`src/rtl/mca_pkg.sv`:
```
// Package for the motion correlation accumulator.
// Shared constants and the front-to-back request type. No dependencies.
`default_nettype none
package mca_pkg;
    localparam int unsigned MaxFrames  = 65536;
    localparam int unsigned CountW     = 17;
    localparam int unsigned SumW       = 48;
    localparam int unsigned DW         = 32;
    localparam logic [1:0]  CfgCutoff  = 2'd0;
    localparam logic [1:0]  CfgSpacing = 2'd1;

    // one classified frame handed from the front to the back
    typedef struct packed {
        logic signed [DW-1:0] cosine;
        logic [15:0]          gap;
        logic                 last;
    } t_req;
endpackage
`default_nettype wire

```
`src/rtl/mca_fifo.sv`:
```
// Two-entry queue between front and back.
// Uses mca_pkg.
`default_nettype none
module mca_fifo (
    input  wire logic          i_clk,
    input  wire logic          i_rst_n,
    input  wire logic          i_valid,
    output logic               o_ready,
    input  wire mca_pkg::t_req i_data,
    output logic               o_valid,
    input  wire logic          i_ready,
    output mca_pkg::t_req      o_data
);
    import mca_pkg::*;
    t_req       r_mem [2];
    logic       r_wp, r_rp;
    logic [1:0] r_cnt;
    logic       w_en, r_en;

    assign o_ready = (r_cnt != 2'd2);
    assign o_valid = (r_cnt != 2'd0);
    assign o_data  = r_mem[r_rp];
    assign w_en = i_valid && o_ready;
    assign r_en = o_valid && i_ready;

    always_ff @(posedge i_clk) begin
        if (!i_rst_n) begin
            r_wp <= 1'b0; r_rp <= 1'b0; r_cnt <= '0;
        end else begin
            if (w_en) begin
                r_mem[r_wp] <= i_data;
                r_wp <= ~r_wp;
            end
            if (r_en) r_rp <= ~r_rp;
            r_cnt <= r_cnt + {1'b0, w_en} - {1'b0, r_en};
        end
    end

`ifndef SYNTH
    a_cnt: assert property (@(posedge i_clk) disable iff (!i_rst_n)
        r_cnt != 2'd3) else $error("queue count overflow");
    a_ptr: assert property (@(posedge i_clk) disable iff (!i_rst_n)
        (r_cnt == 2'd0 || r_cnt == 2'd2) |-> r_wp == r_rp) else $error("ptr mismatch");
    a_wr: assert property (@(posedge i_clk) disable iff (!i_rst_n)
        w_en && !r_en |=> r_cnt == $past(r_cnt) + 2'd1) else $error("count slip");
`endif
endmodule
`default_nettype wire

```
`config.mk`:
```
export PLATFORM = sky130hd
export DESIGN_NAME = mca_fifo
export DESIGN_NICKNAME = d
export VERILOG_FILES = /design/src/rtl/mca_pkg.sv /design/src/rtl/mca_fifo.sv
export SDC_FILE = /design/constraint.sdc
export NUM_CORES = 1
export LEC_CHECK = 0
export BUFFER_PORTS_ARGS = -buffer_cell sky130_fd_sc_hd__buf_2
export CAP_MARGIN = 20
export CELL_PAD_IN_SITES_DETAIL_PLACEMENT = 1
export CELL_PAD_IN_SITES_GLOBAL_PLACEMENT = 1
export CORE_MARGIN = 5
export CORE_UTILIZATION = 45
export CTS_BUF_LIST = sky130_fd_sc_hd__clkbuf_2
export DETAILED_ROUTE_END_ITERATION = 8
export PLACE_DENSITY_LB_ADDON = 0.3
export SYNTH_ARGS = -nofsm -noshare
export SYNTH_HDL_FRONTEND = slang
export SYNTH_SLANG_ARGS = --single-unit
```
`constraint.sdc`:
```
create_clock -name i_clk -period 3.7 [get_ports i_clk]
set_input_delay 0.555 -clock i_clk [delete_from_list [all_inputs] [get_ports i_clk]]
set_output_delay 0.555 -clock i_clk [all_outputs]
set_load 0.02 [all_outputs]
```
# Yosys cells after proc, flatten, opt, wreduce, memory -nomap -nowiden
# Memories as Yosys holds them, arrays and structs flattened. A register that Yosys moved wholly into a read port is not among the register bits.
# Cells that the tools add are included.
# word_totals
regBits,4
mem_count,1
input_bits,53
output_inout_bits,51
ram_bits,98
word_cells,17
# classes
add_sub_neg,2
reduce_logical,3
bitwise,2
n_eq_ne,1
mux,5
# memory_table
name,words,word_bits,read_ports,rd_ports_with_merged_regs,write_ports,line,source
r_mem,2,49,1,1,1,mca_fifo.sv:15,t_req r_mem [2];
# op_table
op,count
$mux W1,5
$add A2 B1 Y2,1
$logic_and A1 B1 Y1,2
$ne A2 B2 Y1 const B,1
$not A1 Y1,2
$reduce_bool A2 Y1,1
$sub A2 B1 Y2,1

# Depth between registers and ports, before layout
# depth
ltp_word,5
mapped_depth,9
mapped_depth_nobuf,9

# Worst setup path after synthesis
# No wires, ideal clock.
# synth_timing
path_type,register to register
start,reg r_cnt[0]
end,"mem r_mem[0][0] (netlist name), enable pin"
arrival_time_ns,2.793
stages_incl_launch_ff,4
slack_ns,0.452
cell_sequence,dfxtp_1 -> nand2b_1 -> nand3_1 -> nor2_1
# synth_between
elab_chain_len,5
# synth_rtl
item,line,source
from (decl),mca_fifo.sv:17,logic [1:0] r_cnt;
from (signal assigned),mca_fifo.sv:35,"r_cnt <= r_cnt + {1'b0, w_en} - {1'b0, r_en};"
$ne A2 B2 Y1,mca_fifo.sv:20,assign o_ready = (r_cnt != 2'd2);
via o_ready,mca_fifo.sv:8,"output logic o_ready,"
$logic_and A1 B1 Y1,mca_fifo.sv:23,assign w_en = i_valid && o_ready;
$mux W1,mca_fifo.sv:30,if (w_en) begin
$mux W1,mca_fifo.sv:27,if (!i_rst_n) begin
$mux W1 (implied by the code),mca_fifo.sv:31,r_mem[r_wp] <= i_data;
to (decl),mca_fifo.sv:15,
# The timed path passes the listed nets, and every way through them passes these cells.

==> flow_summary.json <==
{
  "outcome": "complete, no violations",
  "yosysMostFrequentCell": "edfxtp_1",
  "cts_buffer_depth": 2,
  "wl_per_cell_um": 17.8,
  "hpwlAfterDp_um": 5070,
  "post_drt_via_cell_ratio": 4.80,
  "first_pass_iters": 4,
  "die_area_um2": 10400,
  "rsz0062_at_grt": "false",
  "postCtsHoldBufs": 0,
  "drt_iter0_drc": 58,
  "min_path_type": "in -> reg",
  "core_um2": 8260,
  "crit_type": "reg -> out",
  "vdd_drop_max_mv": 0.302,
  "clock-sinks": 103,
  "drive_gt1_frac": 0.598,
  "n_antenna_cell": 0,
  "cap_violations": 0,
  "grt_pass1_wl_um": 10700,
  "yosys_warnings": 0,
  "startpoint_type": "flip-flop",
  "nNetsFinal": 346,
  "maxSlewHeadroom": 0.549,
  "fin_crit_ns": 2.74,
  "powerDensity_nw_per_um2": 581,
  "cts_buffers": 9,
  "required_ns": 3.14,
  "synth_edf_count": 98,
  "die_w_um": 102,
  "finalCritPeriodShare": 0.741,
  "yosys_most_used_dff": "edfxtp_1",
  "synth_area_leaders": "edfxtp_1 (77%), mux2_2 (12%), mux2_4 (3.9%)",
  "synth_cell_type_count": 20,
  "drt_wl_total_um": 7120,
  "fin_worst_skew_ns": 0.0194,
  "start_util": 0.462,
  "fmax_mhz": 365,
  "cts_tree": "built",
  "synth.avg_cell_area_um2": 21.6,
  "tightest_slew_ns": 0.676,
  "hold_viol": 0,
  "grt_use_total": 0.140,
  "post_cts_resized": 0,
  "io_pins": 104,
  "die_y_um": 102,
  "insertion_delay_ns": 0.53,
  "grt_max_degree": 50,
  "grt_overflow": 0,
  "synth.cell_area_um2": 3820,
  "first_global_vias": 2084,
  "ant_nets": 0,
  "grt_antenna_before_repair": 0,
  "setup_tns_ns": 0,
  "ys_seq_area_frac": 0.797,
  "area_growth_pct": 19.5,
  "h-tree-depth": 3,
  "p_leak_nw": 1.71,
  "routabilityCongestion": 0.712,
  "synth_top_area_cell": "edfxtp_1",
  "drcViolationCount": 0,
  "cp-end-kind": "primary output",
  "portBuffers": 103,
  "syn_inst": 177,
  "via_count": 1925,
  "rows": 33,
  "synth_fp_nets": 232,
  "utilization": 0.552,
  "netlist_top_cells_count": "edfxtp_1 (98), mux2_2 (39), mux2_4 (10), dfxtp_1 (5)",
  "cp_max_fo": 22,
  "path_clk_slew_ns": 0.29,
  "slew_violations": 0,
  "async_flop_share": 0,
  "synth-seq-cells": 103,
  "ctsRootBufferMaster": "clkbuf_2",
  "final-setup-viol-count": 0,
  "post_cts_buffers": 0,
  "arrival_ns": 2.19,
  "yosysTopAreaCellShare": 0.771
}
-- through the flow --
step	power [mW]	worst slack [ns]	hold WS (ns)	cell area, µm²	instances
2_1_floorplan	2.00	0.452	0.468	3820	177
3_3_place_gp	2.21	1.56	0.514	4460	385
3_5_place_dp	2.23	1.53	0.546	4460	385
4_1_cts	2.69	0.871	0.121	4560	401
5_1_grt	2.79	0.777	0.0869	4560	401
6_report	2.65	0.960	0.180	4560	401
-- cell type report --
class	count	area, µm²
clock buffers	9	45.0
inverters	2	7.51
flip-flops and latches	103	3040
well taps	105	131
multi-input cells	67	726
fillers	806	3700
repair buffers	108	553
clock inverters	7	55.1
-- critical path, stage by stage (launching register included) --
cell	delay, ns
dfxtp_2	0.75
buf_4	0.38
mux2_2	0.37
buf_2	0.16
-- logic make-up after synthesis --
group,Yosys count,synth area share
compound gates,2,0.00361
xor+xnor,3,0.00689
fa+ha+maj,2,0.00656
buf+inv,7,0.0148
flops,103,0.797
mux,49,0.154
simple gates,11,0.0164
-- power by group --
part           total (mW)  internal (mW)  switching [mW]
clock network       0.467         0.0981           0.368
registers            1.45           1.39          0.0653
logic               0.733          0.328           0.406
total                2.65           1.81           0.839
-- sequential cells by signal, summed over array words and instances (netlist names), named ones only --
name	cells
r_rp	1
r_mem	98
r_wp	1
r_cnt	2
-- metal layers --
| layer | wire (µm) | vias to the layer above | track usage |
|---|---|---|---|
| met5 | 0 | - | 0 |
| met4 | 115 | 0 | 0.0585 |
| met3 | 499 | 12 | 0.0389 |
| met2 | 3420 | 73 | 0.223 |
| met1 | 3080 | 924 | 0.181 |
| li1 | - | 916 | - |
-- worst paths after layout --
kind,startpoint,depth (start not counted),slack [ns],endpoint
setup / recovery,flip-flop,3,0.96,o_data[18]
hold / removal,i_data[43],1,0.18,r_mem[1][43]$_DFFE_PP_
setup reg to reg,r_cnt[0]$_SDFF_PN0_,4,1.76,r_mem[1][25]$_DFFE_PP_
hold reg to reg,r_rp$_SDFFE_PN0P_,2,0.56,flip-flop
-- layout by cell type, fill, tap and decap left out --
| cell type | n |
|---|---|
| clkbuf_2 | 9 |
| nand2_1 | 1 |
| buf_2 | 103 |
| nand2b_1 | 1 |
| xnor2_1 | 3 |
| nor2_4 | 1 |
| ha_1 | 2 |
| nor2b_1 | 2 |
| mux2_2 | 39 |
| inv_8 | 1 |
| dfxtp_2 | 1 |
| buf_4 | 5 |
| edfxtp_1 | 98 |
| clkinv_4 | 1 |
| clkinv_2 | 2 |
| inv_1 | 2 |
| inv_6 | 2 |
| o21a_1 | 1 |
| mux2_4 | 10 |
| and2_1 | 3 |
| dfxtp_1 | 4 |
| and3_2 | 1 |
| clkinvlp_4 | 1 |
| or2_2 | 1 |
| nand3_1 | 1 |
| o22ai_1 | 1 |
(Power assumes the default switching activity.)
