===== config.mk =====
export PLATFORM = sky130hd
export DESIGN_NAME = mca_back
export DESIGN_NICKNAME = d
export VERILOG_FILES = /design/src/rtl/mca_pkg.sv /design/src/rtl/mca_div.sv /design/src/rtl/mca_back.sv
export SDC_FILE = /design/constraint.sdc
export NUM_CORES = 1
export LEC_CHECK = 0
export ABC_AREA = 1
export BUFFER_PORTS_ARGS = -buffer_cell sky130_fd_sc_hd__buf_2
export CAP_MARGIN = 20
export CORE_ASPECT_RATIO = 1.2
export CORE_UTILIZATION = 38
export DETAILED_ROUTE_END_ITERATION = 10
export PLACE_DENSITY_LB_ADDON = 0.15
export SYNTH_ARGS = -nofsm -noshare
export SYNTH_HDL_FRONTEND = slang
export SYNTH_SLANG_ARGS = --single-unit

===== constraint.sdc =====
create_clock -name i_clk -period 12.1 [get_ports i_clk]
set_input_delay 1.21 -clock i_clk [delete_from_list [all_inputs] [get_ports i_clk]]
set_output_delay 1.21 -clock i_clk [all_outputs]
set_load 0.05 [all_outputs]

===== src/rtl/mca_pkg.sv =====
// Package for the motion correlation accumulator.
// Shared constants and the front-to-back request type. No dependencies.
`default_nettype none
package mca_pkg;
    localparam int unsigned MaxFrames  = 65536;
    localparam int unsigned CountW     = 17;
    localparam int unsigned SumW       = 48;
    localparam int unsigned DW         = 32;
    localparam logic [1:0]  CfgCutoff  = 2'd0;
    localparam logic [1:0]  CfgSpacing = 2'd1;

    // one classified frame handed from the front to the back
    typedef struct packed {
        logic signed [DW-1:0] cosine;
        logic [15:0]          gap;
        logic                 last;
    } t_req;
endpackage
`default_nettype wire


===== src/rtl/mca_div.sv =====
// Sequential unsigned divider, one quotient bit per cycle (restoring).
// Uses mca_pkg.
`default_nettype none
module mca_div (
    input  wire logic        i_clk,
    input  wire logic        i_rst_n,
    input  wire logic        i_start,
    input  wire logic [63:0] i_num,
    input  wire logic [63:0] i_den,
    output logic             o_busy,
    output logic             o_done,
    output logic [63:0]      o_quo
);
    import mca_pkg::*;
    logic [63:0]  r_rem, r_quo, r_den;
    logic [6:0]   r_cnt;
    logic         r_busy, r_done;
    logic [64:0]  n_trial;
    logic [63:0]  n_shift;

    // one restoring step
    always_comb begin
        n_shift = {r_rem[62:0], r_quo[63]};
        n_trial = {1'b0, n_shift} - {1'b0, r_den};
    end

    always_ff @(posedge i_clk) begin
        if (!i_rst_n) begin
            r_busy <= 1'b0;
            r_done <= 1'b0;
            r_cnt  <= '0;
        end else begin
            r_done <= 1'b0;
            if (i_start && !r_busy) begin
                r_busy <= 1'b1;
                r_rem  <= '0;
                r_quo  <= i_num;
                r_den  <= i_den;
                r_cnt  <= 7'd64;
            end else if (r_busy) begin
                if (!n_trial[64]) begin
                    r_rem <= n_trial[63:0];
                    r_quo <= {r_quo[62:0], 1'b1};
                end else begin
                    r_rem <= n_shift;
                    r_quo <= {r_quo[62:0], 1'b0};
                end
                r_cnt <= r_cnt - 7'd1;
                if (r_cnt == 7'd1) begin
                    r_busy <= 1'b0;
                    r_done <= 1'b1;
                end
            end
        end
    end

    assign o_busy = r_busy;
    assign o_done = r_done;
    assign o_quo  = r_quo;
endmodule
`default_nettype wire


===== src/rtl/mca_back.sv =====
// Back end: accumulates cosines, forms the mean on the last frame.
// Uses mca_pkg and mca_div.
`default_nettype none
module mca_back (
    input  wire logic          i_clk,
    input  wire logic          i_rst_n,
    input  wire logic          i_valid,
    output logic               o_ready,
    input  wire mca_pkg::t_req i_req,
    input  wire logic [30:0]   i_cutoff,
    input  wire logic [15:0]   i_min_spacing,
    output logic               o_valid,
    input  wire logic          i_ready,
    output logic signed [31:0] o_correlation,
    output logic [16:0]        o_frames_used
);
    import mca_pkg::*;
    typedef enum logic [1:0] {S_ACC, S_DIV, S_DIV_W, S_OUT} t_state;
    localparam logic signed [SumW-1:0] SumMax = {1'b0, {(SumW-1){1'b1}}};
    localparam logic signed [SumW-1:0] SumMin = {1'b1, {(SumW-1){1'b0}}};

    t_state                r_state;
    logic signed [SumW-1:0] r_sum;
    logic [CountW-1:0]     r_cnt;
    logic signed [SumW-1:0] r_fsum;
    logic [CountW-1:0]     r_fcnt;
    logic                  r_out_v;
    logic signed [31:0]    r_corr;
    logic [16:0]           r_fu;

    logic signed [SumW:0]  n_s;
    logic signed [SumW-1:0] n_sat;
    logic                  take, dv_start, dv_busy, dv_done;
    logic [63:0]           dv_quo;
    logic [SumW-1:0]       n_mag;
    logic                  n_use;

    always_comb begin
        n_s = {r_sum[SumW-1], r_sum} + (SumW+1)'(i_req.cosine);
        if (n_s > (SumW+1)'(SumMax)) n_sat = SumMax;
        else if (n_s < (SumW+1)'(SumMin)) n_sat = SumMin;
        else n_sat = n_s[SumW-1:0];
        n_mag = r_fsum[SumW-1] ? -r_fsum : r_fsum;
    end

    assign n_use = r_cnt < CountW'(MaxFrames);
    assign o_ready = (r_state == S_ACC);
    assign take = i_valid && o_ready;
    assign dv_start = (r_state == S_DIV);

    mca_div u_div (
        .i_clk, .i_rst_n, .i_start(dv_start),
        .i_num(64'(n_mag)), .i_den(64'(r_fcnt)),
        .o_busy(dv_busy), .o_done(dv_done), .o_quo(dv_quo)
    );

    logic signed [SumW-1:0] n_mean;
    logic [SumW-1:0]        n_abs;
    always_comb begin
        n_mean = r_fsum[SumW-1] ? -SumW'(dv_quo) : SumW'(dv_quo);
        n_abs  = dv_quo[SumW-1:0];
    end

    logic r_skip;
    always_ff @(posedge i_clk) begin
        if (!i_rst_n) begin
            r_state <= S_ACC;
            r_sum   <= '0;
            r_cnt   <= '0;
            r_out_v <= 1'b0;
        end else begin
            case (r_state)
                S_ACC: if (take) begin
                    r_fsum <= n_use ? n_sat : r_sum;
                    r_fcnt <= n_use ? r_cnt + 1'b1 : r_cnt;
                    r_skip <= !(i_req.gap > i_min_spacing);
                    if (i_req.last) begin
                        r_sum <= '0; r_cnt <= '0;
                        r_state <= S_DIV;
                    end else if (n_use) begin
                        r_sum <= n_sat; r_cnt <= r_cnt + 1'b1;
                    end
                end
                S_DIV: r_state <= S_DIV_W;
                S_DIV_W: if (dv_done && !dv_busy) begin
                    if (r_skip || n_abs <= SumW'(i_cutoff)) r_corr <= '0;
                    else r_corr <= 32'(n_mean);
                    r_fu <= r_fcnt;
                    r_out_v <= 1'b1;
                    r_state <= S_OUT;
                end
                S_OUT: if (i_ready) begin
                    r_out_v <= 1'b0;
                    r_state <= S_ACC;
                end
                default: r_state <= S_ACC;
            endcase
        end
    end

    assign o_valid = r_out_v;
    assign o_correlation = r_corr;
    assign o_frames_used = r_fu;

`ifndef SYNTH
    a_cnt: assert property (@(posedge i_clk) disable iff (!i_rst_n)
        r_cnt <= CountW'(MaxFrames)) else $error("frame count overrun");
    a_clear: assert property (@(posedge i_clk) disable iff (!i_rst_n)
        take && i_req.last |=> r_sum == '0 && r_cnt == '0) else $error("no clear");
    a_out: assert property (@(posedge i_clk) disable iff (!i_rst_n)
        r_out_v |-> r_fu != '0) else $error("zero frames reported");
`endif
endmodule
`default_nettype wire

Word level (Yosys, flattened, before mapping)
Index checks and enable logic that the tools add are counted.

word-level totals
  register bits = 336
  bits of input ports = 100
  output and inout bits = 51
  logic and storage cells = 83

cells by class
  add/subtract/negate cells = 6
  magnitude comparators = 5
  eq/ne operators = 8
  multiplexer cells = 27
  bitwise logic cells = 2
  reduce and logical (&&, ||, !) cells = 18

operator list
  operator                                              number
  two-way mux 48 bit                                    6
  two-way mux 63 bit                                    2
  subtractor 64 x 17 -> 65 bit                          1
  two-way mux 64 bit                                    1
  adder 48 x 32 -> 49 bit                               1
  > comparator 49 x 48 -> 1 bit, second input constant  1
  < comparator 49 x 48 -> 1 bit, second input constant  1
  less-or-equal comparator 48 x 31 -> 1 bit             1
  negation 48 bit                                       1
  two-way mux 17 bit                                    2
  two-way mux 32 bit                                    1
  negation 32 bit                                       1
  adder 17 x 1 -> 17 bit, second input constant         1
  < comparator 17 bit, second input constant            1
  > comparator 16 bit                                   1
  two-way mux 7 bit                                     2
  AND reduction 3 bit                                   3
  two-way mux 2 bit                                     4
  one-hot mux 2 bit (4 select lines)                    1
  equality test 7 x 1 -> 1 bit, second input constant   1
  two-way mux 1 bit                                     7
  subtractor 7 x 1 -> 7 bit, second input constant      1
  AND reduction 2 bit                                   3
  equality test 2 bit, second input constant            2
  other kinds (13)                                      20

Logic depth before layout (Yosys ltp)
Gate-level depths: netlist of the first run.

  word-level depth = 6
  mapped depth = 20

Cells and area by module
A second synthesis of the first run with hierarchy kept.

unflattened totals
  cell total of the unflattened synthesis = 3,950
  area total of the unflattened synthesis = 28,727.6 µm²

modules (own cells, without submodules)
  module    times used  cells each  area each (µm²)  sequential area each (µm²)
  mca_back  1           2,014       14,572.7         4,814.6
  mca_div   1           1,936       14,154.8         5,915.7

Least setup slack after synthesis of the first run
No wires, ideal clock.

  path type = input -> register
  start = in i_rst_n
  end = reg u_div.r_quo[0] (netlist: u_div.o_quo[0]), enable pin
  setup time = 0.657 ns
  arrival time = 7.425 ns
  slack = 4.018 ns
  cell stages on the path = 2
  path buffers = 0
  cell sequence = inv_2 -> a21oi_1

between the ends
  word-level cells in the longest chain between the ends = 1

RTL lines
  item                                  RTL line       RTL
  from (decl)                           mca_back.sv:6  input wire logic i_rst_n,
  AND reduction 2 bit (no source line)  n/a
  to (signal assigned)                  mca_div.sv:37  r_quo <= i_num;
  to (signal assigned)                  mca_div.sv:43  r_quo <= {r_quo[62:0], 1'b1};
  to (signal assigned)                  mca_div.sv:46  r_quo <= {r_quo[62:0], 1'b0};
  to (decl)                             mca_div.sv:15  logic [63:0] r_rem, r_quo, r_den;

Every way passes these cells.
A chain may end at the register's enable or synchronous reset.

Final worst setup path of the first run
  start = in i_req[17] (netlist name)
  end = reg r_fsum[7], data pin

between the ends
  word-level cells in the longest chain between the ends = 5
  elaborated cells between the ends (all ways) = 6
  classes of those cells = add/sub (1); order compare (2); mux (3)

RTL lines
  item                           RTL line        RTL
  from (decl)                    mca_back.sv:9   input wire mca_pkg::t_req i_req,
  adder 48 x 32 -> 49 bit (*)    mca_back.sv:39  n_s = {r_sum[SumW-1], r_sum} + (SumW+1)'(i_req.cosine);
  < comparator 49 x 48 -> 1 bit  mca_back.sv:41  else if (n_s < (SumW+1)'(SumMin)) n_sat = SumMin;
  two-way mux 48 bit             mca_back.sv:41
  two-way mux 48 bit (*)         mca_back.sv:40  if (n_s > (SumW+1)'(SumMax)) n_sat = SumMax;
  two-way mux 48 bit (*)         n/a
  to (signal assigned)           mca_back.sv:74  r_fsum <= n_use ? n_sat : r_sum;
  to (decl)                      mca_back.sv:25  logic signed [SumW-1:0] r_fsum;

Mark *: on every way between the ends. The rest lies on a longest branch, timed or not.

==> impl_results.rst, run 1 <==
.. list-table::
   :header-rows: 1

   * - Metric
     - Value
   * - Type of the most critical hold path
     - register to register
   * - Number of vias in the routed layout
     - 20,512
   * - First-pass DRT Iterations
     - 7
   * - Relative contribution of combinational cells to total power
     - 0.362
   * - Area fraction in and, or, nand and nor cells after synthesis
     - 0.2873
   * - Vias per std cell
     - 5.063
   * - Sequential fraction of design power
     - 0.377
   * - Largest area contributor in the netlist
     - edfxtp_1
   * - Hpwl dp
     - 52.33 mm
   * - Share of synthesized area spent on multiplexers
     - 0
   * - RSZ-0062 raised after global routing
     - no
   * - Distinct cell type count of the synthesized netlist
     - 53
   * - Buffer count from post-CTS setup fixing
     - 0
   * - Number of warnings issued by yosys
     - 0
   * - Parity-gate share of the synthesized area counting xor and xnor cells
     - 0.05909
   * - Data arrival time of the worst path
     - 4.70 ns
   * - Input/output buffers
     - 150
   * - Post-Synth Adder-Cell Area
     - 0.06553
   * - Final max-slew violation count
     - 0
   * - Post_cts resized
     - 0
   * - Syn Nets
     - 3,307
   * - Routability cong.
     - 1.033
   * - Multi-input combinational cell area
     - 0.01247 mm²
   * - Area growth from synthesis to layout
     - 11.88%
   * - Total wirelength of the detailed-routed design
     - 68.13 mm
   * - Vias in the first global route
     - 20,287
   * - Number of nets in the layout
     - 3,434
   * - Clk pwr share
     - 0.261
   * - Max frequency
     - 0.2248 GHz
   * - Net load switching power
     - 0.001836 W
   * - Die outline width
     - 230.1 µm
   * - Number of nets still failing antenna checks after routing
     - 0
   * - Synthesized netlist cell count
     - 3,084
   * - Remaining global-route overflow
     - 0
   * - Post-synthesis register bit count
     - 336
   * - Highest ir drop seen on vdd
     - 0.1409 mV
   * - Number of hold-slack violations in the final timing report
     - 0
   * - Average cell area after synthesis
     - 7.690 µm²
   * - Instance area after placement
     - 0.02521 mm²
   * - Clock Skews
     - 0.02170 ns
   * - Share of flip-flops with an asynchronous set or reset after synthesis
     - 0
   * - Violation count after the first detailed-routing iteration
     - 1,231
   * - Internal power component
     - 0.002855 W
   * - Count of max-cap constraint violations
     - 0
   * - Power density over the cells
     - 176.8 mW/mm²
   * - Crit. End Element
     - register
   * - Register area
     - 0.009319 mm²
   * - Fraction of power spent switching nets
     - 0.3914
   * - Most frequently used flop master after synthesis
     - edfxtp_1
   * - Post-route cell area
     - 0.02653 mm²
   * - Antenna diode count
     - 0
   * - CTS sink cnt
     - 336
   * - CTS tree
     - built
   * - Ranking of synthesized cells by area
     - edfxtp_1 33%, nand2_1 11%, nor2_1 6.5%
   * - Total core area
     - 0.06119 mm²
   * - Number of top-level pins
     - 151
   * - Final routed DRC violation total
     - 0
   * - Netlist area before placement
     - 0.02372 mm²
   * - Starting utilization of the core area
     - 0.3876
   * - Clock Tree Buf Depth
     - 3
   * - Filler cell count
     - 6,276
   * - Static Leak
     - 11.41 nW
   * - Maximum number of pins on one net before global-route repair
     - 95
   * - Antenna violations before repair
     - 0
   * - Combined global-route utilization of all metal layers
     - 0.2141
   * - Die Y-Extent
     - 275.7 µm
   * - Proportion of synthesized chip area in sequential cells
     - 0.3930
   * - Critical Setup Path Class
     - primary input to register
   * - Worst max-slew margin expressed relative to the limit
     - 0.2439
   * - Total setup violations reported at the end of the flow
     - 0
   * - Proportion of layout cells with a drive suffix above 1
     - 0.1418
   * - Wire length of the first global-routing pass
     - 108.3 mm
   * - Std cell rows
     - 99
   * - Wire length per cell
     - 16.82 µm
   * - Time the worst path needs with I/O delays and setup
     - 4.449 ns
   * - Largest family of logic cells by synthesized area
     - simple AND/OR/NAND/NOR gates
   * - Fraction of the cycle the final worst path needs
     - 0.3677
   * - Die Footprint
     - 0.06342 mm²
   * - Fraction of the mapped netlist area in compound gates
     - 0.1123
   * - # H-tree levels
     - 2
   * - TritonCTS buffer count
     - 40
   * - Master cell of the clock root buffer
     - clkbuf_16
   * - Hold-fix buffers at CTS
     - 0
   * - Count of flip-flops with a built-in enable after synthesis
     - 259
   * - Cell with the most instances after synthesis
     - nand2_1
   * - Kind of launch point of the worst setup path
     - primary input
   * - Fraction of synthesized cell area taken by the top area cell type
     - 0.3280
   * - Clock insertion delay at the later pin of the skew report
     - 0.58 ns
   * - Setup Total Neg Slack
     - 0 ns
   * - Slew at the pin closest to its max-slew limit
     - 1.134 ns
   * - Synth cell count leaders
     - 712 x nand2_1, 411 x nor2_1, 398 x inv_1
   * - Clk pin slew, worst setup/hold paths
     - 0.06 ns
   * - Required time worst endpoint
     - 12.35 ns
   * - Run status
     - complete, no violations
   * - Critical path peak fanout
     - 81
per-stage QoR:
| step | worst slack (ns) | instances | utilization | hold slack [ns] | power [W] |
|---|---|---|---|---|---|
| floorplan | 4.018 | 3084 | - | 0.4215 | 0.003046 |
| global placement | 7.231 | 3977 | 0.4120 | 0.4314 | 0.003448 |
| detailed placement | 7.089 | 3977 | 0.4120 | 0.4368 | 0.003484 |
| CTS | 7.658 | 4051 | 0.4336 | 0.4511 | 0.004729 |
| global route | 7.320 | 4051 | 0.4336 | 0.4691 | 0.005016 |
| finish | 7.651 | 4051 | 0.4336 | 0.4494 | 0.004691 |
power by group through the flow:
stage                     clock (W)  sequential (W)  combinational, W
after floorplan                   0         0.00175           0.00130
after global placement            0         0.00178           0.00167
after detailed placement          0         0.00179           0.00170
after CTS                   0.00126         0.00177           0.00171
after global routing        0.00130         0.00179           0.00193
final                       0.00122         0.00177           0.00170
state kept, by name, indices dropped and copies added (netlist names), 32 cells and up:
name and count:
r_fsum 48, u_div.r_rem 63, r_sum 48, u_div.o_quo 64
o_correlation 32
cell type report:
cell class,count,share of cell area
Multi-Input combinational cell,2258,0.4701
Sequential cell,336,0.3512
Inverter,409,0.05791
Clock buffer,47,0.03947
Tap cell,808,0.03810
Timing Repair Buffer,166,0.03282
Clock inverter,27,0.01042
worst max-delay path, cell delays in order:
cell and delay, ns:
buf_2 0.08, ha_1 0.17, inv_1 0.06, fa_1 0.39
nand3b_1 0.18, nand2_1 0.14, nand2_1 0.07, nand2_1 0.15
nand2_1 0.08, nand2_1 0.24, nand2_2 0.12, nand4_1 0.12
nand2_2 0.08, a21oi_4 0.41, buf_4 0.85, a21boi_0 0.25
final timing paths:
kind,endpoint,slack (ns),depth (start not counted),startpoint
worst max-delay path,r_fsum[7]$_DFFE_PP_,7.65,16,i_req[17]
worst max register to register,u_div.r_rem[40]$_SDFFCE_PP0P_,7.84,15,u_div.o_quo[63]$_SDFFCE_PP0P_
worst min register to register,o_frames_used[0]$_DFFE_PP_,0.45,0,r_fcnt[0]$_DFFE_PP_
worst min-delay path,o_frames_used[0]$_DFFE_PP_,0.45,0,r_fcnt[0]$_DFFE_PP_
kinds of logic (layout without fill, tap and decap cells):
kind of cell,count (synthesis),after routing
simple gates,1540,1540
buf+inv,490,649
compound gates,435,435
flops,336,336
xor+xnor,160,160
fa+ha+maj,123,123
placed cells by master, fill, tap and decap left out, drive strengths merged, types with 58 or more instances in the layout:
master	count
a21oi	202
buf	166
dfxtp	77
edfxtp	259
ha	121
inv	408
nand2	764
nand3	155
nor2	423
nor3	64
o21ai	112
xnor2	58
xor2	102
routing by layer:
metal	vias up	part of all wire	global-route usage
met5	-	0	0
met4	0	0.032	0.07598
met3	113	0.037	0.02087
met2	427	0.47	0.3665
met1	9593	0.46	0.2810
li1	10379	-	-
No activity file was read; power rests on OpenSTA's default activity.
==> run 2: changes to the inputs <==
==> constraint.sdc (replaced) <==
create_clock -name i_clk -period 4.08 [get_ports i_clk]
set_input_delay 0.408 -clock i_clk [delete_from_list [all_inputs] [get_ports i_clk]]
set_output_delay 0.408 -clock i_clk [all_outputs]
set_load 0.05 [all_outputs]
==> impl_results.rst, run 2 (same netlist as run 1, synthesis figures left out) <==
.. list-table::
   :header-rows: 1

   * - Metric
     - Value
   * - Clock Skews
     - 0.03262 ns (+0.01092 ns)
   * - Number of nets in the layout
     - 3,443 (+0.26%)
   * - Highest ir drop seen on vdd
     - 0.6507 mV (+360%)
   * - Total core area
     - 0.06119 mm² (unchanged)
   * - Die Footprint
     - 0.06342 mm² (unchanged)
   * - CTS sink cnt
     - 336 (unchanged)
   * - Time the worst path needs with I/O delays and setup
     - 3.592 ns
   * - Final WS setup
     - 0.4878 ns (-7.163 ns)
   * - Master cell of the clock root buffer
     - clkbuf_16
   * - CTS tree
     - built
   * - Number of hold-slack violations in the final timing report
     - 0 (unchanged)
   * - Number of nets still failing antenna checks after routing
     - 0 (unchanged)
   * - Fraction of the cycle the final worst path needs
     - 0.8804
   * - Final max-slew violation count
     - 0 (unchanged)
   * - Maximum number of pins on one net before global-route repair
     - 129 (+36%)
   * - Clock insertion delay at the later pin of the skew report
     - 0.59 ns (about the same)
   * - Die outline width
     - 230.1 µm (unchanged)
   * - Violation count after the first detailed-routing iteration
     - 1,172 (-4.8%)
   * - Run status
     - complete, no violations
   * - Combined global-route utilization of all metal layers
     - 0.2206 (+0.006428)
   * - RSZ-0062 raised after global routing
     - no
   * - Clk pin slew, worst setup/hold paths
     - 0.06 ns (about the same)
   * - Area growth from synthesis to layout
     - 12.61%
   * - Largest register FFs
     - 64 (unchanged)
   * - Post_cts resized
     - 0 (unchanged)
   * - Filler cell count
     - 6,286 (+0.16%)
   * - Required time worst endpoint
     - 4.51 ns (-7.84 ns)
   * - Data arrival time of the worst path
     - 4.02 ns (-0.68 ns)
   * - Starting utilization of the core area
     - 0.3876 (unchanged)
   * - Power density over the cells
     - 526.5 mW/mm² (+200%)
   * - Number of top-level pins
     - 151 (unchanged)
   * - # H-tree levels
     - 2 (unchanged)
   * - Final routed DRC violation total
     - 0 (unchanged)
   * - Antenna violations before repair
     - 0 (unchanged)
   * - Std cell rows
     - 99 (unchanged)
   * - Wire length per cell
     - 17.15 µm (+2.0%)
   * - Total setup violations reported at the end of the flow
     - 0 (unchanged)
   * - Hold-fix buffers at CTS
     - 0 (unchanged)
   * - First-pass DRT Iterations
     - 7 (unchanged)
   * - Routability cong.
     - 0.9839 (-4.7%)
   * - Vias in the first global route
     - 20,447 (+0.79%)
   * - Worst Setup Slack post-DPL
     - 0.4855 ns (-6.604 ns)
   * - Input/output buffers
     - 150 (unchanged)
   * - Critical Setup Path Class
     - register to register
   * - Clock Tree Buf Depth
     - 3 (unchanged)
   * - Kind of launch point of the worst setup path
     - register
   * - Commonest non-fill, non-tap cell in the layout
     - nand2_1
   * - Wire length of the first global-routing pass
     - 111.1 mm (+2.6%)
   * - Slew at the pin closest to its max-slew limit
     - 1.025 ns (-0.1096 ns)
   * - Max frequency
     - 0.2784 GHz
   * - Critical path peak fanout
     - 26 (-68%)
   * - Die Y-Extent
     - 275.7 µm (unchanged)
   * - Remaining global-route overflow
     - 0 (unchanged)
   * - Crit. End Element
     - register
   * - Static Leak
     - 11.48 nW (+0.66%)
   * - Antenna diode count
     - 0 (unchanged)
   * - Type of the most critical hold path
     - primary input to register
   * - Worst max-slew margin expressed relative to the limit
     - 0.3097 (+0.06585)
   * - Total wirelength of the detailed-routed design
     - 69.62 mm (+2.2%)
   * - Most frequent cells in the layout
     - 711 x nand2_1, 408 x nor2_1, 397 x inv_1, 259 x edfxtp_1, 153 x a21oi_1
   * - Vias per std cell
     - 5.031 (-0.63%)
   * - Buffer count from post-CTS setup fixing
     - 0 (unchanged)
   * - TritonCTS buffer count
     - 40 (unchanged)
   * - Proportion of layout cells with a drive suffix above 1
     - 0.1440 (+0.002112)
   * - Setup Total Neg Slack
     - 0 ns (unchanged)
   * - Hpwl dp
     - 54.09 mm (+3.4%)
   * - Number of vias in the routed layout
     - 20,422 (-0.44%)
   * - Count of max-cap constraint violations
     - 0 (unchanged)
==> run 2: layout make-up <==
class | count | area [µm²] | share of cell area
repair buffers | 175 | 1039 | 0.03889
clock buffers | 46 | 1033 | 0.03870
inverters | 409 | 1536 | 0.05753
clock inverters | 27 | 290.3 | 0.01087
flip-flops and latches | 336 | 9319 | 0.3489
well taps | 808 | 1011 | 0.03785
multi-input cells | 2258 | 12480 | 0.4672
==> run 2: final timing paths <==
path / cells after the start / to / start / slack [ns]
min: 2 / o_valid$_SDFFE_PN0P_ / i_ready / 0.07
max: 16 / u_div.r_rem[47]$_SDFFCE_PP0P_ / u_div.o_quo[63]$_SDFFCE_PP0P_ / 0.49
max reg2reg: 16 / u_div.r_rem[47]$_SDFFCE_PP0P_ / u_div.o_quo[63]$_SDFFCE_PP0P_ / 0.49
min reg2reg: 0 / u_div.r_den[3]$_DFFE_PP_ / r_fcnt[3]$_DFFE_PP_ / 0.43
==> run 2: metrics by stage <==
| stage | power [W] | utilization | cells | hold WS (ns) | instance area, µm² |
|---|---|---|---|---|---|
| 6_report | 0.01406 | 0.4365 | 4059 | 0.06677 | 26710 |
| 5_1_grt | 0.01506 | 0.4365 | 4059 | 0.06652 | 26710 |
| 2_1_floorplan | 0.008970 | - | 3084 | 0.4215 | 23730 |
| 4_1_cts | 0.01419 | 0.4365 | 4059 | 0.03436 | 26710 |
| 3_5_place_dp | 0.01045 | 0.4148 | 3986 | 0.4302 | 25380 |
| 3_3_place_gp | 0.01034 | 0.4148 | 3986 | 0.4399 | 25380 |
==> run 2: power breakdown <==
group | leakage, nW | internal (W) | total (W) | switching (W)
registers | 3.01 | 0.00470 | 0.00524 | 0.000547
logic | 7.82 | 0.00171 | 0.00515 | 0.00343
clock network | 0.645 | 0.00215 | 0.00367 | 0.00152
==> run 2: layer usage <==
metal  vias up  part of all wire  track usage
met5         -                 0            0
met4         0             0.033      0.08191
met3       108             0.036      0.02459
met2       415              0.47       0.3793
met1      9509              0.46       0.2847
li1      10390                 -            -
==> run 2: critical path: stages, from the launching register on <==
cell and delay (ns):
edfxtp_1 0.33, inv_1 0.04, ha_1 0.25, fa_1 0.46, inv_1 0.10, nand2_1 0.08, o21ai_2 0.27, a21oi_1 0.19
o21ai_1 0.32, nand2_1 0.16, nand3b_1 0.18, nor2_4 0.05, inv_2 0.38, buf_4 0.30, buf_4 0.17, nand2_1 0.05
nor2_1 0.10
==> run 3: changes to the inputs <==
--- a/config.mk
+++ b/config.mk
@@ -12,6 +12,7 @@
 export CORE_UTILIZATION = 38
 export DETAILED_ROUTE_END_ITERATION = 10
 export PLACE_DENSITY_LB_ADDON = 0.15
+export RECOVER_POWER = 100
 export SYNTH_ARGS = -nofsm -noshare
 export SYNTH_HDL_FRONTEND = slang
 export SYNTH_SLANG_ARGS = --single-unit
==> impl_results.rst, run 3 (same netlist as run 1, synthesis figures left out) <==
.. list-table::
   :header-rows: 1

   * - Metric
     - Value
   * - Largest register FFs
     - 64 (unchanged)
   * - Critical path endpoint
     - u_div.r_rem[6]$_SDFFCE_PP0P_
   * - Clock Skews
     - 0.02985 ns (-0.002773 ns)
   * - Vias in the first global route
     - 20,447 (unchanged)
   * - Count of max-cap constraint violations
     - 6 (+6)
   * - Total core area
     - 0.06119 mm² (unchanged)
   * - Wire length per cell
     - 17.19 µm (+0.21%)
   * - RSZ-0062 raised after global routing
     - no
   * - Area growth from synthesis to layout
     - 11.01%
   * - Hold-fix buffers at CTS
     - 0 (unchanged)
   * - Series of cell instances along the critical path
     - inv_1 > ha_1 > fa_1 > inv_1 > nand2_1 > o21ai_2 > a21oi_1 > o21ai_1 > nand2_1 > nand3b_1 > nor2_4 > inv_2 > buf_4 > o21ai_0 > a21oi_1
   * - Number of top-level pins
     - 151 (unchanged)
   * - Std cell rows
     - 99 (unchanged)
   * - Antenna violations before repair
     - 0 (unchanged)
   * - Cell count of the worst reg-to-reg path
     - 15 (-1)
   * - Clk pin slew, worst setup/hold paths
     - 0.06 ns (about the same)
   * - Time the worst path needs with I/O delays and setup
     - 3.604 ns (+0.01158 ns)
   * - Slew at the pin closest to its max-slew limit
     - 2.075 ns (+1.051 ns)
   * - Final max-slew violation count
     - 352 (+352)
   * - CP Launch Point
     - u_div.o_quo[63]$_SDFFCE_PP0P_
   * - Violated checks
     - max-capacitance violations, max-slew violations
   * - Largest stage delay on the critical path
     - 0.46 ns (about the same)
   * - Clock Tree Buf Depth
     - 3 (unchanged)
   * - Data arrival time of the worst path
     - 4.01 ns (about the same)
   * - First-pass DRT Iterations
     - 5 (-2)
   * - CTS tree
     - built
   * - Filler cell count
     - 6,370 (+1.3%)
   * - Startpoint of the worst hold path
     - i_ready
   * - Number of stages on the worst setup path
     - 15 (-1)
   * - Proportion of layout cells with a drive suffix above 1
     - 0.1110 (-0.03291)
   * - Reg2Reg Capture Point
     - u_div.r_rem[6]$_SDFFCE_PP0P_
   * - Hpwl dp
     - 54.09 mm (unchanged)
   * - TritonCTS buffer count
     - 40 (unchanged)
   * - Post-Layout Cell Count
     - 4,059 (unchanged)
   * - Worst setup slack for register-to-register paths
     - 0.48 ns (about the same)
   * - Maximum number of pins on one net before global-route repair
     - 129 (unchanged)
   * - Wire length of the first global-routing pass
     - 111.1 mm (unchanged)
   * - Combined global-route utilization of all metal layers
     - 0.2206 (unchanged)
   * - Worst max-slew margin expressed relative to the limit
     - -0.3834 (-0.6931)
   * - Critical path peak fanout
     - 26 (unchanged)
   * - Antenna diode count
     - 0 (unchanged)
   * - Power density over the cells
     - 530.4 mW/mm² (+0.73%)
   * - Type of the most critical hold path
     - primary input to register
   * - Required time worst endpoint
     - 4.49 ns (-0.02 ns)
   * - Post_cts resized
     - 0 (unchanged)
   * - Die outline width
     - 230.1 µm (unchanged)
   * - Run status
     - finished with violations
   * - Buffer count from post-CTS setup fixing
     - 0 (unchanged)
   * - Number of nets in the layout
     - 3,443 (unchanged)
   * - Routability cong.
     - 0.9839 (unchanged)
   * - Violation count after the first detailed-routing iteration
     - 1,307 (+12%)
   * - Critical Setup Path Class
     - register to register
   * - Remaining global-route overflow
     - 0 (unchanged)
   * - Cell with the biggest individual delay on the critical path
     - fa_1
   * - Starting utilization of the core area
     - 0.3876 (unchanged)
   * - Setup Total Neg Slack
     - 0 ns (unchanged)
   * - Most frequent cells in the layout
     - 717 x nand2_1, 411 x nor2_1, 398 x inv_1, 259 x edfxtp_1, 169 x a21oi_1
   * - Total wirelength of the detailed-routed design
     - 69.76 mm (+0.21%)
   * - Input/output buffers
     - 150 (unchanged)
   * - Commonest non-fill, non-tap cell in the layout
     - nand2_1
   * - Instance area after placement
     - 0.02538 mm² (unchanged)
   * - Die Footprint
     - 0.06342 mm² (unchanged)
   * - Buf/Inv on CP
     - 4 (-1)
   * - Number of instances in the placed design
     - 3,986 (unchanged)
   * - Final routed DRC violation total
     - 0 (unchanged)
   * - # H-tree levels
     - 2 (unchanged)
   * - Start of the worst register-to-register path
     - u_div.o_quo[63]$_SDFFCE_PP0P_
   * - Static Leak
     - 11.27 nW (-1.8%)
   * - Number of hold-slack violations in the final timing report
     - 0 (unchanged)
   * - Clock insertion delay at the later pin of the skew report
     - 0.58 ns (about the same)
   * - Number of nets still failing antenna checks after routing
     - 0 (unchanged)
   * - Highest ir drop seen on vdd
     - 0.5652 mV (-13%)
   * - Total setup violations reported at the end of the flow
     - 0 (unchanged)
   * - Post-route cell area
     - 0.02633 mm² (-1.4%)
   * - Crit. End Element
     - register
   * - Vias per std cell
     - 5.053 (+0.43%)
   * - Largest delay share family, worst path
     - compound AO/OA/AOI/OAI gates
   * - Number of vias in the routed layout
     - 20,510 (+0.43%)
   * - Master cell of the clock root buffer
     - clkbuf_16
   * - Max frequency
     - 0.2775 GHz (-0.32%)
   * - Fraction of the cycle the final worst path needs
     - 0.8833 (+0.002839)
   * - Kind of launch point of the worst setup path
     - register
   * - CTS sink cnt
     - 336 (unchanged)
   * - Die Y-Extent
     - 275.7 µm (unchanged)
run 3: changes by cell type in the layout (fill, tap and decap cells not counted), moves of 5 or more:
cell and change:
nand3_1 +23, nand2_2 -6, buf_2 -51, a21oi_1 +16, buf_4 -8, nand3_2 -23
nand2_1 +6, a21boi_1 -8, clkbuf_1 +56, clkbuf_2 +5, a21boi_0 +8, a21oi_2 -15
run 3: area by class of cell:
cell class,instances,area [µm²],area share
Clock inverter,27,290.3,0.01103
Inverter,409,1536,0.05836
Multi-Input combinational cell,2258,12240,0.4650
Timing Repair Buffer,175,893.4,0.03394
Tap cell,808,1011,0.03840
Clock buffer,46,1033,0.03926
Sequential cell,336,9319,0.3540
run 3: report_power, final:
part	switching, W	total [W]	leakage [nW]	internal, W
sequential	0.000544	0.00527	3.01	0.00472
clock	0.00152	0.00367	0.645	0.00215
combinational	0.00338	0.00503	7.61	0.00165
total	0.00544	0.0140	11.3	0.00852
run 3: worst register-to-register path: stages (launching register included):
cell,delay [ns]
edfxtp_1,0.34
inv_1,0.04
ha_1,0.25
fa_1,0.46
inv_1,0.10
nand2_1,0.09
o21ai_2,0.27
a21oi_1,0.19
o21ai_1,0.31
nand2_1,0.16
nand3b_1,0.18
nor2_4,0.05
inv_2,0.38
buf_4,0.31
o21ai_0,0.10
a21oi_1,0.22
run 3: through the flow:
| step | utilization | setup WS, ns | power, W | hold slack [ns] |
|---|---|---|---|---|
| 3_5_place_dp | 0.4148 | 0.4855 | 0.01045 | 0.4302 |
| 5_1_grt | 0.4302 | 0.1081 | 0.01495 | 0.06652 |
| 3_3_place_gp | 0.4148 | 0.5319 | 0.01034 | 0.4399 |
| 2_1_floorplan | - | 0.6015 | 0.008970 | 0.4215 |
| 6_report | 0.4302 | 0.4762 | 0.01396 | 0.06937 |
| 4_1_cts | 0.4365 | 0.4612 | 0.01419 | 0.03436 |
run 3: worst min-delay path by stage:
stage	slack, ns	to	cells past startpoint
after detailed placement	0.43	u_div.r_den[10]$_DFFE_PP_	0
after floorplan	0.42	o_frames_used[0]$_DFFE_PP_	0
final	0.07	o_valid$_SDFFE_PN0P_	2
after CTS	0.03	o_valid$_SDFFE_PN0P_	2
after global placement	0.44	u_div.r_den[7]$_DFFE_PP_	0
after global routing	0.07	o_valid$_SDFFE_PN0P_	2
run 3: layer usage:
metal / vias to the layer above / wire length [µm] / share of wire / GRT usage
li1: 10390 / - / - / -
met1: 9562 / 31960 / 0.46 / 0.2847
met2: 447 / 32760 / 0.47 / 0.3793
met3: 111 / 2665 / 0.038 / 0.02459
met4: 0 / 2379 / 0.034 / 0.08191
met5: - / 0 / 0 / 0
